File: src/rtl/core/loco_pkg.sv
// Package for the locomotive slot command handler: opcodes, result kinds,
// slot layout constants and the front-to-back command record. No dependencies.
`timescale 1ns / 1ps
package loco_pkg;
    localparam int SLOT_COUNT_DEF = 32;
    localparam int SLOT_BYTES     = 13;

    localparam logic [7:0] OPC_PWR_ON  = 8'h83;
    localparam logic [7:0] OPC_PWR_OFF = 8'h82;
    localparam logic [7:0] OPC_ESTOP   = 8'h85;
    localparam logic [7:0] OPC_LOCO    = 8'hBF;
    localparam logic [7:0] OPC_MOVE    = 8'hBA;
    localparam logic [7:0] OPC_SPD     = 8'hA0;
    localparam logic [7:0] OPC_DIRF    = 8'hA1;
    localparam logic [7:0] OPC_SND     = 8'hA2;
    localparam logic [7:0] OPC_SW      = 8'hB0;

    // long acknowledge reply: opcode and echoed request code
    localparam logic [7:0] OPC_LACK  = 8'hB4;
    localparam logic [7:0] LACK_ECHO = 8'hE5;

    localparam logic [2:0] KIND_PWR_ON  = 3'd0;
    localparam logic [2:0] KIND_PWR_OFF = 3'd1;
    localparam logic [2:0] KIND_ESTOP   = 3'd2;
    localparam logic [2:0] KIND_THR     = 3'd3;
    localparam logic [2:0] KIND_FUNC    = 3'd4;
    localparam logic [2:0] KIND_ACC     = 3'd5;
    localparam logic [2:0] KIND_TX      = 3'd6;

    localparam logic [7:0] SLOT_OPC  = 8'hE7;
    localparam logic [7:0] SLOT_SIZE = 8'h0E;
    localparam logic [7:0] MODE_128  = 8'h03;
    localparam logic [7:0] STAT_IDLE = 8'h10;
    localparam logic [7:0] STAT_USE  = 8'h30;
    localparam logic [7:0] DIRF_F0   = 8'h10;

    // Classified command codes
    typedef enum logic [3:0] {
        OP_SIMPLE = 4'd0, // one result, no table access (power, stop, switch)
        OP_LOCO   = 4'd1,
        OP_MOVE   = 4'd2,
        OP_SPD    = 4'd3,
        OP_DIRF   = 4'd4,
        OP_SND    = 4'd5,
        OP_NACK   = 4'd6  // long acknowledge
    } op_t;

    typedef struct packed {
        op_t        op;
        logic [2:0] kind;
        logic [6:0] arg1;
        logic [6:0] arg2;
    } cmd_t;
endpackage

File: src/rtl/core/loco_front.sv
// Front end: accepts commands, classifies them and pushes a record to the
// queue. Depends on loco_pkg.
`timescale 1ns / 1ps
module loco_front #(
    parameter int SLOT_COUNT = loco_pkg::SLOT_COUNT_DEF
) (
    input  logic             s_valid,
    output logic             s_ready,
    input  logic [7:0]       s_command,
    input  logic [6:0]       s_arg1,
    input  logic [6:0]       s_arg2,
    output logic             push,
    output loco_pkg::cmd_t   push_cmd,
    input  logic             full
);
    import loco_pkg::*;
    logic in_range;
    logic keep;
    cmd_t c;

    assign s_ready  = !full;
    assign in_range = {1'b0, s_arg1} < 8'(SLOT_COUNT);

    always_comb begin
        c.op   = OP_SIMPLE;
        c.kind = KIND_PWR_ON;
        c.arg1 = s_arg1;
        c.arg2 = s_arg2;
        keep   = 1'b1;
        case (s_command)
            OPC_PWR_ON:  c.kind = KIND_PWR_ON;
            OPC_PWR_OFF: c.kind = KIND_PWR_OFF;
            OPC_ESTOP:   c.kind = KIND_ESTOP;
            OPC_SW:      c.kind = KIND_ACC;
            OPC_LOCO:    c.op = OP_LOCO;
            OPC_MOVE: begin
                if (in_range && s_arg1 == s_arg2 && s_arg1 != 7'd0) begin
                    c.op = OP_MOVE;
                end else begin
                    c.op = OP_NACK;
                end
            end
            OPC_SPD: begin
                c.op = OP_SPD;
                keep = in_range;
            end
            OPC_DIRF: begin
                c.op = OP_DIRF;
                keep = in_range;
            end
            OPC_SND: begin
                c.op = OP_SND;
                keep = in_range;
            end
            default: keep = 1'b0;
        endcase
    end

    assign push     = s_valid && s_ready && keep;
    assign push_cmd = c;
endmodule

File: src/rtl/core/loco_queue.sv
// Small request queue between front and back end. Depends on loco_pkg.
`timescale 1ns / 1ps
module loco_queue (
    input  logic           aclk,
    input  logic           aresetn,
    input  logic           push,
    input  loco_pkg::cmd_t push_cmd,
    output logic           full,
    output logic           empty,
    input  logic           pop,
    output loco_pkg::cmd_t pop_cmd
);
    import loco_pkg::*;
    cmd_t       mem_reg [4];
    logic [1:0] wp_reg, rp_reg;
    logic [2:0] cnt_reg;

    assign full    = cnt_reg == 3'd4;
    assign empty   = cnt_reg == 3'd0;
    assign pop_cmd = mem_reg[rp_reg];

    always_ff @(posedge aclk) begin
        if (push) begin
            mem_reg[wp_reg] <= push_cmd;
        end
        if (!aresetn) begin
            wp_reg  <= '0;
            rp_reg  <= '0;
            cnt_reg <= '0;
        end else begin
            if (push) wp_reg <= wp_reg + 2'd1;
            if (pop)  rp_reg <= rp_reg + 2'd1;
            cnt_reg <= cnt_reg + 3'(push) - 3'(pop);
        end
    end
endmodule

File: src/rtl/core/loco_back.sv
// Back end: slot table in a memory, slot search, table updates and result
// sequencing through an output register. Depends on loco_pkg.
`timescale 1ns / 1ps
module loco_back #(
    parameter int SLOT_COUNT = loco_pkg::SLOT_COUNT_DEF
) (
    input  logic           aclk,
    input  logic           aresetn,
    input  logic           empty,
    output logic           pop,
    input  loco_pkg::cmd_t cmd,
    output logic           m_valid,
    input  logic           m_ready,
    output logic [2:0]     m_kind,
    output logic [13:0]    m_loco_address,
    output logic [6:0]     m_speed,
    output logic           m_direction,
    output logic [3:0]     m_function_number,
    output logic           m_function_on,
    output logic [5:0]     m_accessory_address,
    output logic [1:0]     m_accessory_port,
    output logic           m_gate,
    output logic           m_switch_on,
    output logic [7:0]     m_tx_byte,
    output logic           m_last,
    output logic           busy
);
    import loco_pkg::*;
    localparam int SW    = $clog2(SLOT_COUNT);
    localparam int DEPTH = SLOT_COUNT * 16;
    localparam int AW    = SW + 4;

    typedef enum logic [10:0] {
        S_IDLE   = 11'b00000000001,
        S_CLEAR  = 11'b00000000010,
        S_SRCH   = 11'b00000000100, // read stat of slot
        S_SRCH2  = 11'b00000001000, // read adr
        S_SRCH3  = 11'b00000010000, // read adr2, compare
        S_INIT   = 11'b00000100000,
        S_RDSLOT = 11'b00001000000, // read 13 bytes to send
        S_EMIT   = 11'b00010000000,
        S_FETCH  = 11'b00100000000, // read stat, adr, spd, dirf, adr2, snd
        S_WRITE  = 11'b01000000000,
        S_FUNC   = 11'b10000000000
    } st_t;

    st_t        st_reg;
    cmd_t       c_reg;
    logic [7:0] mem [DEPTH];
    logic [7:0] rd_reg;
    logic [AW-1:0] ra, wa;
    logic          we;
    logic [7:0]    wd;
    logic [SW:0]   clr_reg;
    logic [SW:0]   s_reg, free_reg;
    logic [3:0]    b_reg;
    logic [3:0]    step_reg;
    logic [7:0]    stat_reg, adr_reg, spd_reg, dirf_reg, adr2_reg, snd_reg;
    logic [7:0]    chk_reg;
    logic [7:0]    tx_buf [14];
    logic [3:0]    tx_n_reg, tx_i_reg;
    logic [4:0]    lowf_reg;
    logic [3:0]    highf_reg;
    logic [3:0]    fi_reg;
    logic          thr_pend_reg;
    logic          ovalid_reg;
    logic          can_load;

    // output register
    logic [2:0]  k_reg;
    logic [13:0] a_reg;
    logic [6:0]  sp_reg;
    logic        d_reg, fo_reg, g_reg, so_reg, l_reg;
    logic [3:0]  fn_reg;
    logic [5:0]  aa_reg;
    logic [1:0]  ap_reg;
    logic [7:0]  tb_reg;

    assign m_valid = ovalid_reg;
    assign m_kind = k_reg; assign m_loco_address = a_reg; assign m_speed = sp_reg;
    assign m_direction = d_reg; assign m_function_number = fn_reg;
    assign m_function_on = fo_reg; assign m_accessory_address = aa_reg;
    assign m_accessory_port = ap_reg; assign m_gate = g_reg;
    assign m_switch_on = so_reg; assign m_tx_byte = tb_reg; assign m_last = l_reg;
    assign can_load = !ovalid_reg || m_ready;
    assign busy = st_reg == S_CLEAR;

    function automatic logic [AW-1:0] adx(input logic [SW:0] s, input logic [3:0] b);
        adx = {s[SW-1:0], b};
    endfunction

    logic [4:0] newlow;
    logic [4:0] fcur, fnew;
    logic [13:0] saddr;
    assign newlow = {dirf_reg[3:0], dirf_reg[4]};
    assign saddr  = {adr2_reg[6:0], 7'd0} + {7'd0, adr_reg[6:0]};
    assign fcur   = (c_reg.op == OP_SND) ? {1'b0, highf_reg} : lowf_reg;
    assign fnew   = (c_reg.op == OP_SND) ? {1'b0, snd_reg[3:0]} : newlow;

    // reset contents of a table byte
    function automatic logic [7:0] init_byte(input logic [SW:0] s, input logic [3:0] b);
        case (b)
            4'd0:    init_byte = SLOT_OPC;
            4'd1:    init_byte = SLOT_SIZE;
            4'd2:    init_byte = 8'(s + 1'b1);
            4'd3:    init_byte = MODE_128;
            default: init_byte = 8'h00;
        endcase
    endfunction

    always_comb begin
        ra = adx(s_reg, b_reg);
    end

    always_ff @(posedge aclk) begin
        if (we) mem[wa] <= wd;
        rd_reg <= mem[ra];
    end

    logic lastf;
    always_comb begin
        lastf = 1'b1;
        for (int i = 0; i < 5; i++) begin
            if (i > int'(fi_reg) && fcur[i] != fnew[i]) lastf = 1'b0;
        end
    end

    always_ff @(posedge aclk) begin
        we  <= 1'b0;
        pop <= 1'b0;
        if (can_load) ovalid_reg <= 1'b0;
        case (st_reg)
            S_CLEAR: begin
                we <= 1'b1;
                wa <= adx(clr_reg, b_reg);
                wd <= init_byte(clr_reg, b_reg);
                b_reg <= b_reg + 4'd1;
                if (b_reg == 4'd15) begin
                    clr_reg <= clr_reg + 1'b1;
                    if (clr_reg == (SW+1)'(SLOT_COUNT - 1)) st_reg <= S_IDLE;
                end
            end
            S_IDLE: begin
                if (!empty && !pop && can_load) begin
                    c_reg <= cmd;
                    pop   <= 1'b1;
                    s_reg <= (SW+1)'(cmd.arg1);
                    step_reg <= '0;
                    b_reg <= 4'd3;
                    thr_pend_reg <= 1'b0;
                    case (cmd.op)
                        OP_SIMPLE: begin
                            ovalid_reg <= 1'b1;
                            {k_reg, a_reg, sp_reg, d_reg, fn_reg, fo_reg} <= '0;
                            {aa_reg, ap_reg, g_reg, so_reg, tb_reg} <= '0;
                            k_reg <= cmd.kind;
                            l_reg <= 1'b1;
                            if (cmd.kind == KIND_ACC) begin
                                aa_reg <= 6'(cmd.arg1[6:2]) + 6'd1;
                                ap_reg <= cmd.arg1[1:0];
                                g_reg  <= cmd.arg2[5];
                                so_reg <= cmd.arg2[4];
                            end
                        end
                        OP_NACK: begin
                            tx_buf[0] <= OPC_LACK; tx_buf[1] <= LACK_ECHO;
                            tx_buf[2] <= 8'h00; tx_buf[3] <= OPC_LACK ^ LACK_ECHO ^ 8'hFF;
                            tx_n_reg <= 4'd4; tx_i_reg <= '0;
                            st_reg <= S_EMIT;
                        end
                        OP_LOCO: begin
                            s_reg <= (SW+1)'(1);
                            free_reg <= (SW+1)'(SLOT_COUNT);
                            st_reg <= S_SRCH;
                        end
                        default: begin
                            b_reg <= 4'd3;
                            st_reg <= S_FETCH;
                        end
                    endcase
                end
            end
            S_SRCH: begin
                // read address issued for stat (b=3); its data is taken in the next cycle
                b_reg <= 4'd4; step_reg <= step_reg + 4'd1;
                if (step_reg == 4'd1) begin
                    stat_reg <= rd_reg;
                    b_reg <= 4'd9; step_reg <= '0;
                    st_reg <= S_SRCH2;
                end
            end
            S_SRCH2: begin
                adr_reg <= rd_reg; // byte 4 read during previous cycle
                st_reg <= S_SRCH3;
            end
            S_SRCH3: begin
                if ((stat_reg & STAT_USE) == 8'h00) begin
                    free_reg <= s_reg;
                end else if (adr_reg == {1'b0, c_reg.arg2} && rd_reg == {1'b0, c_reg.arg1}) begin
                    b_reg <= 4'd0; step_reg <= '0; chk_reg <= '0;
                    st_reg <= S_RDSLOT;
                end
                if (!(((stat_reg & STAT_USE) != 8'h00) && adr_reg == {1'b0, c_reg.arg2}
                        && rd_reg == {1'b0, c_reg.arg1})) begin
                    if (s_reg == (SW+1)'(SLOT_COUNT - 1)) begin
                        if ((stat_reg & STAT_USE) == 8'h00) begin
                            s_reg <= s_reg; b_reg <= '0; st_reg <= S_INIT;
                        end else if (free_reg == (SW+1)'(SLOT_COUNT)) begin
                            tx_buf[0] <= OPC_LACK; tx_buf[1] <= LACK_ECHO;
                            tx_buf[2] <= 8'h00; tx_buf[3] <= OPC_LACK ^ LACK_ECHO ^ 8'hFF;
                            tx_n_reg <= 4'd4; tx_i_reg <= '0;
                            st_reg <= S_EMIT;
                        end else begin
                            s_reg <= free_reg; b_reg <= '0; st_reg <= S_INIT;
                        end
                    end else begin
                        s_reg <= s_reg + 1'b1; b_reg <= 4'd3; step_reg <= '0;
                        st_reg <= S_SRCH;
                    end
                end
            end
            S_INIT: begin
                we <= 1'b1;
                wa <= adx(s_reg, b_reg);
                case (b_reg)
                    4'd0: wd <= SLOT_OPC;
                    4'd1: wd <= SLOT_SIZE;
                    4'd2: wd <= 8'(s_reg);
                    4'd3: wd <= STAT_IDLE | MODE_128;
                    4'd4: wd <= {1'b0, c_reg.arg2};
                    4'd6: wd <= DIRF_F0;
                    4'd9: wd <= {1'b0, c_reg.arg1};
                    default: wd <= 8'h00;
                endcase
                b_reg <= b_reg + 4'd1;
                if (b_reg == 4'd12) begin
                    b_reg <= '0; step_reg <= '0; chk_reg <= '0;
                    st_reg <= S_RDSLOT;
                end
            end
            S_RDSLOT: begin
                // pipelined reads: byte b requested, its data registered in the next cycle
                if (step_reg != 4'd0) begin
                    tx_buf[step_reg - 4'd1] <= rd_reg;
                    chk_reg <= chk_reg ^ rd_reg;
                end
                step_reg <= step_reg + 4'd1;
                b_reg <= b_reg + 4'd1;
                if (step_reg == 4'd13) begin
                    tx_buf[13] <= chk_reg ^ rd_reg ^ 8'hFF;
                    tx_n_reg <= 4'd14; tx_i_reg <= '0;
                    st_reg <= S_EMIT;
                end
            end
            S_EMIT: begin
                if (can_load) begin
                    ovalid_reg <= 1'b1;
                    {k_reg, a_reg, sp_reg, d_reg, fn_reg, fo_reg} <= '0;
                    {aa_reg, ap_reg, g_reg, so_reg} <= '0;
                    k_reg <= KIND_TX;
                    tb_reg <= tx_buf[tx_i_reg];
                    l_reg <= tx_i_reg == tx_n_reg - 4'd1;
                    tx_i_reg <= tx_i_reg + 4'd1;
                    if (tx_i_reg == tx_n_reg - 4'd1) st_reg <= S_IDLE;
                end
            end
            S_FETCH: begin
                // read bytes 3,4,5,6,9,10 in turn
                step_reg <= step_reg + 4'd1;
                case (step_reg)
                    4'd0: b_reg <= 4'd4;
                    4'd1: begin stat_reg <= rd_reg; b_reg <= 4'd5; end
                    4'd2: begin adr_reg  <= rd_reg; b_reg <= 4'd6; end
                    4'd3: begin spd_reg  <= rd_reg; b_reg <= 4'd9; end
                    4'd4: begin dirf_reg <= rd_reg; b_reg <= 4'd10; end
                    4'd5: adr2_reg <= rd_reg;
                    default: begin
                        snd_reg <= rd_reg;
                        st_reg <= S_WRITE;
                    end
                endcase
            end
            S_WRITE: begin
                we <= 1'b1;
                fi_reg <= '0;
                thr_pend_reg <= c_reg.op != OP_SND;
                case (c_reg.op)
                    OP_MOVE: begin
                        wa <= adx(s_reg, 4'd3); wd <= stat_reg | STAT_USE;
                    end
                    OP_SPD: begin
                        wa <= adx(s_reg, 4'd5); wd <= {1'b0, c_reg.arg2};
                        spd_reg <= {1'b0, c_reg.arg2};
                    end
                    OP_DIRF: begin
                        wa <= adx(s_reg, 4'd6); wd <= {1'b0, c_reg.arg2};
                        dirf_reg <= {1'b0, c_reg.arg2};
                    end
                    default: begin
                        wa <= adx(s_reg, 4'd10); wd <= {1'b0, c_reg.arg2};
                        snd_reg <= {1'b0, c_reg.arg2};
                    end
                endcase
                st_reg <= S_FUNC;
            end
            S_FUNC: begin
                if (thr_pend_reg) begin
                    if (can_load) begin
                        ovalid_reg <= 1'b1;
                        {k_reg, a_reg, sp_reg, d_reg, fn_reg, fo_reg} <= '0;
                        {aa_reg, ap_reg, g_reg, so_reg, tb_reg} <= '0;
                        k_reg <= KIND_THR; a_reg <= saddr;
                        sp_reg <= spd_reg[6:0]; d_reg <= dirf_reg[5];
                        l_reg <= (c_reg.op == OP_SPD) || (newlow == lowf_reg);
                        thr_pend_reg <= 1'b0;
                        if (c_reg.op == OP_SPD) st_reg <= S_IDLE;
                    end
                end else if (fi_reg == ((c_reg.op == OP_SND) ? 4'd4 : 4'd5)) begin
                    if (c_reg.op == OP_SND) highf_reg <= snd_reg[3:0];
                    else lowf_reg <= newlow;
                    st_reg <= S_IDLE;
                end else if (fcur[fi_reg[2:0]] == fnew[fi_reg[2:0]]) begin
                    fi_reg <= fi_reg + 4'd1;
                end else if (can_load) begin
                    ovalid_reg <= 1'b1;
                    {k_reg, a_reg, sp_reg, d_reg, fn_reg, fo_reg} <= '0;
                    {aa_reg, ap_reg, g_reg, so_reg, tb_reg} <= '0;
                    k_reg <= KIND_FUNC; a_reg <= saddr;
                    fn_reg <= fi_reg + ((c_reg.op == OP_SND) ? 4'd5 : 4'd0);
                    fo_reg <= fnew[fi_reg[2:0]];
                    l_reg <= lastf;
                    fi_reg <= fi_reg + 4'd1;
                end
            end
            default: st_reg <= S_IDLE;
        endcase
        if (!aresetn) begin
            st_reg     <= S_CLEAR;
            clr_reg    <= '0;
            b_reg      <= '0;
            ovalid_reg <= 1'b0;
            we         <= 1'b0;
            pop        <= 1'b0;
            lowf_reg   <= '0;
            highf_reg  <= '0;
        end
    end
endmodule

File: src/rtl/core/loco_slot_command_handler.sv
// A loco request searches the slots one by one, fills a free slot when none
// matches, then reads the slot and sends it as a reply byte by byte.
// The back end runs one command at a time; a loco request holds it through
// the table search over one read port, plus any reply stalls.
// Reset: synchronous active-low; afterwards a clearing pass writes every byte
// of the slot table; commands queue (up to 4) but are not run.
`timescale 1ns / 1ps
module loco_slot_command_handler #(
    parameter int SLOT_COUNT = loco_pkg::SLOT_COUNT_DEF
) (
    input  logic        aclk,
    input  logic        aresetn,
    input  logic        s_valid,
    output logic        s_ready,
    input  logic [7:0]  s_command,
    input  logic [6:0]  s_arg1,
    input  logic [6:0]  s_arg2,
    output logic        m_valid,
    input  logic        m_ready,
    output logic [2:0]  m_kind,
    output logic [13:0] m_loco_address,
    output logic [6:0]  m_speed,
    output logic        m_direction,
    output logic [3:0]  m_function_number,
    output logic        m_function_on,
    output logic [5:0]  m_accessory_address,
    output logic [1:0]  m_accessory_port,
    output logic        m_gate,
    output logic        m_switch_on,
    output logic [7:0]  m_tx_byte,
    output logic        m_last
);
    import loco_pkg::*;
    logic push, full, empty, pop, busy;
    cmd_t push_cmd, pop_cmd;

    // front end classifies each request and drops unknown opcodes and out-of-range slot updates
    loco_front #(.SLOT_COUNT(SLOT_COUNT)) u_front (
        .s_valid, .s_ready, .s_command, .s_arg1, .s_arg2,
        .push, .push_cmd, .full
    );

    loco_queue u_queue (
        .aclk, .aresetn, .push, .push_cmd, .full, .empty, .pop, .pop_cmd
    );

    // back end owns the slot table and the result register
    loco_back #(.SLOT_COUNT(SLOT_COUNT)) u_back (
        .aclk, .aresetn, .empty, .pop, .cmd(pop_cmd),
        .m_valid, .m_ready, .m_kind, .m_loco_address, .m_speed, .m_direction,
        .m_function_number, .m_function_on, .m_accessory_address,
        .m_accessory_port, .m_gate, .m_switch_on, .m_tx_byte, .m_last, .busy
    );

`ifndef NO_ASSERTIONS
    a_no_out_in_clear: assert property (@(posedge aclk) disable iff (!aresetn)
        busy |-> !m_valid) else $error("result during table clear");
    a_kind_range: assert property (@(posedge aclk) disable iff (!aresetn)
        m_valid |-> m_kind <= KIND_TX) else $error("bad result kind");
    a_fn_range: assert property (@(posedge aclk) disable iff (!aresetn)
        (m_valid && m_kind == KIND_FUNC) |-> m_function_number <= 4'd8)
        else $error("bad function number");
`endif
endmodule

File: config.mk
export PLATFORM = sky130hd
export DESIGN_NAME = loco_slot_command_handler
export DESIGN_NICKNAME = d
export VERILOG_FILES = /design/src/rtl/core/loco_pkg.sv /design/src/rtl/core/loco_front.sv /design/src/rtl/core/loco_queue.sv /design/src/rtl/core/loco_back.sv /design/src/rtl/core/loco_slot_command_handler.sv
export SDC_FILE = /design/constraint.sdc
export NUM_CORES = 2
export LEC_CHECK = 0
export BUFFER_PORTS_ARGS = -buffer_cell sky130_fd_sc_hd__clkbuf_2
export CORE_UTILIZATION = 50
export CTS_CLUSTER_DIAMETER = 40
export CTS_CLUSTER_SIZE = 24
export DETAILED_ROUTE_END_ITERATION = 7
export PLACE_DENSITY = 0.68
export SLEW_MARGIN = 20
export SYNTH_ARGS = -nofsm -noshare
export SYNTH_HDL_FRONTEND = slang
export SYNTH_MEMORY_MAX_BITS = 65536
export SYNTH_SLANG_ARGS = --single-unit
export TNS_END_PERCENT = 50
File: constraint.sdc
create_clock -name aclk -period 11.4 [get_ports aclk]
set_input_delay 2.28 -clock aclk [delete_from_list [all_inputs] [get_ports aclk]]
set_output_delay 2.28 -clock aclk [all_outputs]
set_load 0.005 [all_outputs]
Yosys cells after proc, flatten, opt, wreduce, memory -nomap -nowiden. Memory sizes are Yosys's and may differ from the RTL's. A register that Yosys moved wholly into a read port is not among the register bits. Index checks and enable logic that the tools add are counted.

Muxes and demuxes: 254. Add/subtract/negate cells: 16. Bitwise gates (word level): 8. Reductions and logical operators: 75. Equality and inequality tests: 98. Order comparisons: 6.

Operators by type and width (count): $mux W11 (18); $mux W4 (47); $mux W8 (20); $pmux W11 S11 (1); $mux W6 (18); $mux W14 (7); $mux W1 (75); $eq A8 B8 Y1 const B (9); $pmux W8 S3 (3); $mux W7 (9); $pmux W4 S5 (3); $pmux W8 S7 (1); $pmux W14 S3 (1); $ne A2 B1 Y1 const B (19); $pmux W4 S3 (3); $pmux W6 S2 (3); $pmux W11 S3 (1); $pmux W8 S4 (1); $mux W3 (10); $eq A4 B3 Y1 const B (7); $pmux W9 S3 (1); $eq A4 B2 Y1 const B (6); $pmux W4 S6 (1); $pmux W1 S3 (7); 85 further kinds (186).

Register bits: 201. Bits in writable memories: 4292. Bits of input ports: 26. Memories kept: 3.

Memories: u_back.mem (depth 512, bits a word 8, read ports 1, clocked after Yosys merged registers in 1, write ports 1, line loco_back.sv:49) `logic [7:0] mem [DEPTH];`; u_back.tx_buf (depth 14, bits a word 8, read ports 1, clocked after Yosys merged registers in 1, write ports 4, line loco_back.sv:60) `logic [7:0] tx_buf [14];`; u_queue.mem_reg (depth 4, bits a word 21, read ports 1, clocked after Yosys merged registers in 1, write ports 1, line loco_queue.sv:14) `cmd_t mem_reg [4];`.

Depth between registers and ports, before layout.
Word-level depth: 13. Depth in mapped cells: 16. Mapped depth without buffers: 9.

By module. A second synthesis with hierarchy kept.

Cell total of the unflattened synthesis: 8751. Area, all modules: 177788.0 um^2.

By module, submodules not included: loco_back (times used 1, area an instance 173871.8 um^2, sequential area each 132487.1 um^2, cells an instance 8531); loco_queue (times used 1, area an instance 3474.6 um^2, sequential area each 2702.6 um^2, cells an instance 152); loco_front (times used 1, area an instance 441.7 um^2, sequential area each 0.0 um^2, cells an instance 68).

Worst setup path before layout. No wires, ideal clock.

Path kind: reg2reg. Start point: register u_back.wd[0]. End point: memory u_back.mem[0][0] (data pin). Data required time: 9965 ps. Slack: 3807 ps. Cell stages (with the launch flop): 1. Path buffers: 0. Library setup time: 1435 ps. Arrival: 6158 ps. Period minus slack after synthesis: 7593 ps. Cells stage by stage: edfxtp_1.

RTL lines: start: declaration (line loco_back.sv:53) `logic [7:0] wd;`; start signal: assignment (line loco_back.sv:136) `wd <= init_byte(clr_reg, b_reg);`; start signal: assignment (line loco_back.sv:228) `4'd2: wd <= 8'(s_reg);`; start signal: assignment (line loco_back.sv:229) `4'd3: wd <= STAT_IDLE | MODE_128;`; end: declaration (line loco_back.sv:49).

No word-level cell before the write port.

==> impl_results.md <==
- Reg power frac: 44.9%
- DR vias/cell: 6.52
- CP startpoint kind: flop
- YS warnings: 0
- Period utilization: 45.5%
- Wire length per cell: 34.4 um
- Min-Delay Path Depth: 1
- Boundary Pins: 77
- Status: finished clean
- Mux contribution to synthesized area: 15.1%
- Chip height: 597 um
- Ranking of synthesized cells by area: edfxtp_1, mux4_2, mux2i_1
- H-tree depth: 5
- DIE AREA: 357000 um^2
- Core box area: 353000 um^2
- CTS tree: built
- Comb pwr share: 19.6%
- Worst setup path class: reg -> reg
- Largest family of logic cells by synthesized area: multiplexers
- Clk sinks: 4515
- Worst setup margin: 6.21 ns
- Worst min-delay path class: reg -> reg
- Int Pwr: 32.8 mW
- Ys flop type: edfxtp_1
- Syn Nets: around 8700
- Clk_skew: 0.0991 ns
- #FFs+latches synth: approximately 4500
- Initial antenna violation count: 26
- Layout Nets: 8990
- Mapped Area: approximately 180000 um^2
- Fin. Hold Viols: 0
- Worst IR Drop VDD: 0.223 mV
- I/O Buffers: 76
- Setup bufs post-CTS: 0
- PwrDens: 230 nW/um^2
- Switching portion of total power: 28.7%
- Vias in the first global route: between 90000 and 100k
- Clock power share: 35.5%
- Fmax achieved: between 150 and 200 MHz
- Switching Power: about 13 mW
- Reg area: 135000 um^2
- # DRC: 0
- Starting Density: 50.2%
- Top post-synthesis cells by count: edfxtp_1, mux4_2, nor2_1
- Critical path data required time: 12.24 ns
- CTS Buf Count: approximately 480
- Fin crit period: 5.19 ns
- Post-DP HPWL: 287 mm
- Clock root buffer: clkbuf_16
- Rows: about 220
- Syn avg cell area: 20.4 um^2
- Synth Area in Compound Gates: 3.00%
- CP endpoint kind: flop
- Simple-gate area share of the yosys netlist: 3.46%
- Clk slew on worst S/H paths: approximately 0.07 ns
- R2R depth: 9
- Clock Latency Late Sink: 1.05 ns
- Drt pass-1 iters: 6
- ANT nets after route: 0
- Final Cell Area: 200000 um^2
- Multi-input logic area: 39500 um^2
- Max reg flops: 4096
- Crit Path Max Fanout: 27
- Layout cells sized above 1: 24.3%
- Minimum hold slack: 0.498 ns
- Slew Limit Headroom: 15.3%
- Cell count after synthesis: 8694
- Dpl cell area: 183000 um^2
- Worst R2R Setup Slack: 6.21 ns
- Area leader, netlist: edfxtp_1
- Setup TNS: 0 ns
- Total track usage: a little over a quarter
- Longest Clk Path Bufs: 4
- Gpl congestion: between 0.8 and 0.9
- Arrival time at the worst endpoint: 6.03 ns
- Unrepaired setup endpoints after global routing: false
- First-pass GRT wire length: around 680 mm
- Top-count cell post-synth: edfxtp_1
- Fillers: approximately 25000
- Pleak: a little over 60 nW
- Worst-Margin Slew: roughly 1.3 ns
- Total Wirelength: a little under 500 mm
- Post-Synth XOR/XNOR Area: 0.351%
- Final Setup Violations: 0
- Sequential fraction of the synthesis area: 76.2%
- Hold Buf Count CTS: 0
- Yosys cell types: 91
- Initial DRC count: 13400
- GRT Residual Overflow: 0
- Async SR Flop Fraction: 0%
- Yosys top cell area share: 75.6%
- Pre-CTS WS: 5.85 ns
- Tot Pwr: 46.0 mW
- Layout area overhead: 12.8%
- Die width: 597 um
- Adder-cell area share of the yosys netlist: less than 1%
- Pin count of the biggest net entering global routing: 230
- Number of synthesized flops with an enable pin: 4461
- Post-cts sizing count: 0
- DR vias: 92000
- Final slew viol count: 0
- MaxCap Viol Count: 0
## power groups by stage
stage / Combinational (mW) / Sequential, mW / Clock (mW)
floorplan: 4.77 / 22.9 / 0
global placement: 8.66 / 21.0 / 0
detailed placement: 8.91 / 21.0 / 0
CTS: 8.93 / 20.6 / 16.4
global route: 9.38 / 20.6 / 17.0
finish: 9.01 / 20.7 / 16.3
## path summary, 6_finish.rpt
kind                                start                                     end
max          u_back.b_reg[2]$_SDFFE_PN0P_                u_back.rd_reg[2]$_DFF_P_
min          u_back.adr2_reg[2]$_DFFE_PP_  u_back.m_loco_address[9]$_SDFFCE_PN0P_
max reg2reg  u_back.b_reg[2]$_SDFFE_PN0P_                u_back.rd_reg[2]$_DFF_P_
min reg2reg  u_back.adr2_reg[2]$_DFFE_PP_  u_back.m_loco_address[9]$_SDFFCE_PN0P_
## per-stage QoR
| stage | utilization, % | std cells |
|---|---|---|
| 2_1_floorplan | - | 8694 |
| 3_3_place_gp | 51.8 | 13200 |
| 3_5_place_dp | 51.8 | 13200 |
| 4_1_cts | 56.6 | 14100 |
| 5_1_grt | 56.7 | 14100 |
| 6_report | 56.7 | 14100 |
## cells by family (layout without fill, tap and decap cells)
logic type | count (synthesis) | count (layout)
compound gates | 753 | 753
xor+xnor | 71 | 71
fa+ha+maj | 27 | 27
buf+inv | 558 | 1225
flops | 4515 | 4515
mux | 1378 | 1378
other cells | 0 | 13
simple gates | 1392 | 1392
## per-layer routing
| metal | part of all wire (%) | vias up | global-route usage, % |
|---|---|---|---|
| li1 | - | 36600 | - |
| met1 | 37 | 48200 | 36.8 |
| met2 | 46 | 6109 | 41.0 |
| met3 | 12 | 1049 | 7.15 |
| met4 | 5.2 | 10 | 12.0 |
| met5 | 0.035 | - | 0.230 |
## worst max-delay path: stages (launching register included)
cell       delay (ns)
dfxtp_4          0.71
buf_4            0.55
buf_4            0.58
or3b_4           0.69
buf_4            0.54
o22ai_1          0.18
a2111oi_0        0.79
a21oi_1          0.27
o2111ai_1        0.40
a31oi_1          0.17
## area by class of cell
class | count | area share [%]
clock buffer | 502 | 6.04
inverter | 30 | 0.0626
tap | 4730 | 2.96
multi-input combinational | 3621 | 19.7
sequential | 4515 | 67.6
timing repair buffer | 292 | 1.18
antenna | 13 | 0.0163
clock inverter | 401 | 2.42
## placed cells by master (no fill, tap or decap), types with 37 or more instances in the layout
master / count
a21oi_1: 124
a221oi_1: 54
a22oi_1: 88
a31oi_1: 42
and2_1: 77
buf_4: 182
bufinv_16: 56
clkbuf_16: 478
clkbuf_2: 77
clkinv_1: 39
clkinv_2: 48
clkinv_4: 61
clkinvlp_4: 56
dfxtp_1: 48
edfxtp_1: 4461
inv_6: 74
mux2i_1: 315
mux4_2: 1030
nand2_1: 350
nand3_1: 80
nor2_1: 645
nor3_1: 49
o21ai_0: 102
o221ai_1: 59
o22ai_1: 57
xnor2_1: 37
No activity file was read; power rests on OpenSTA's default activity.
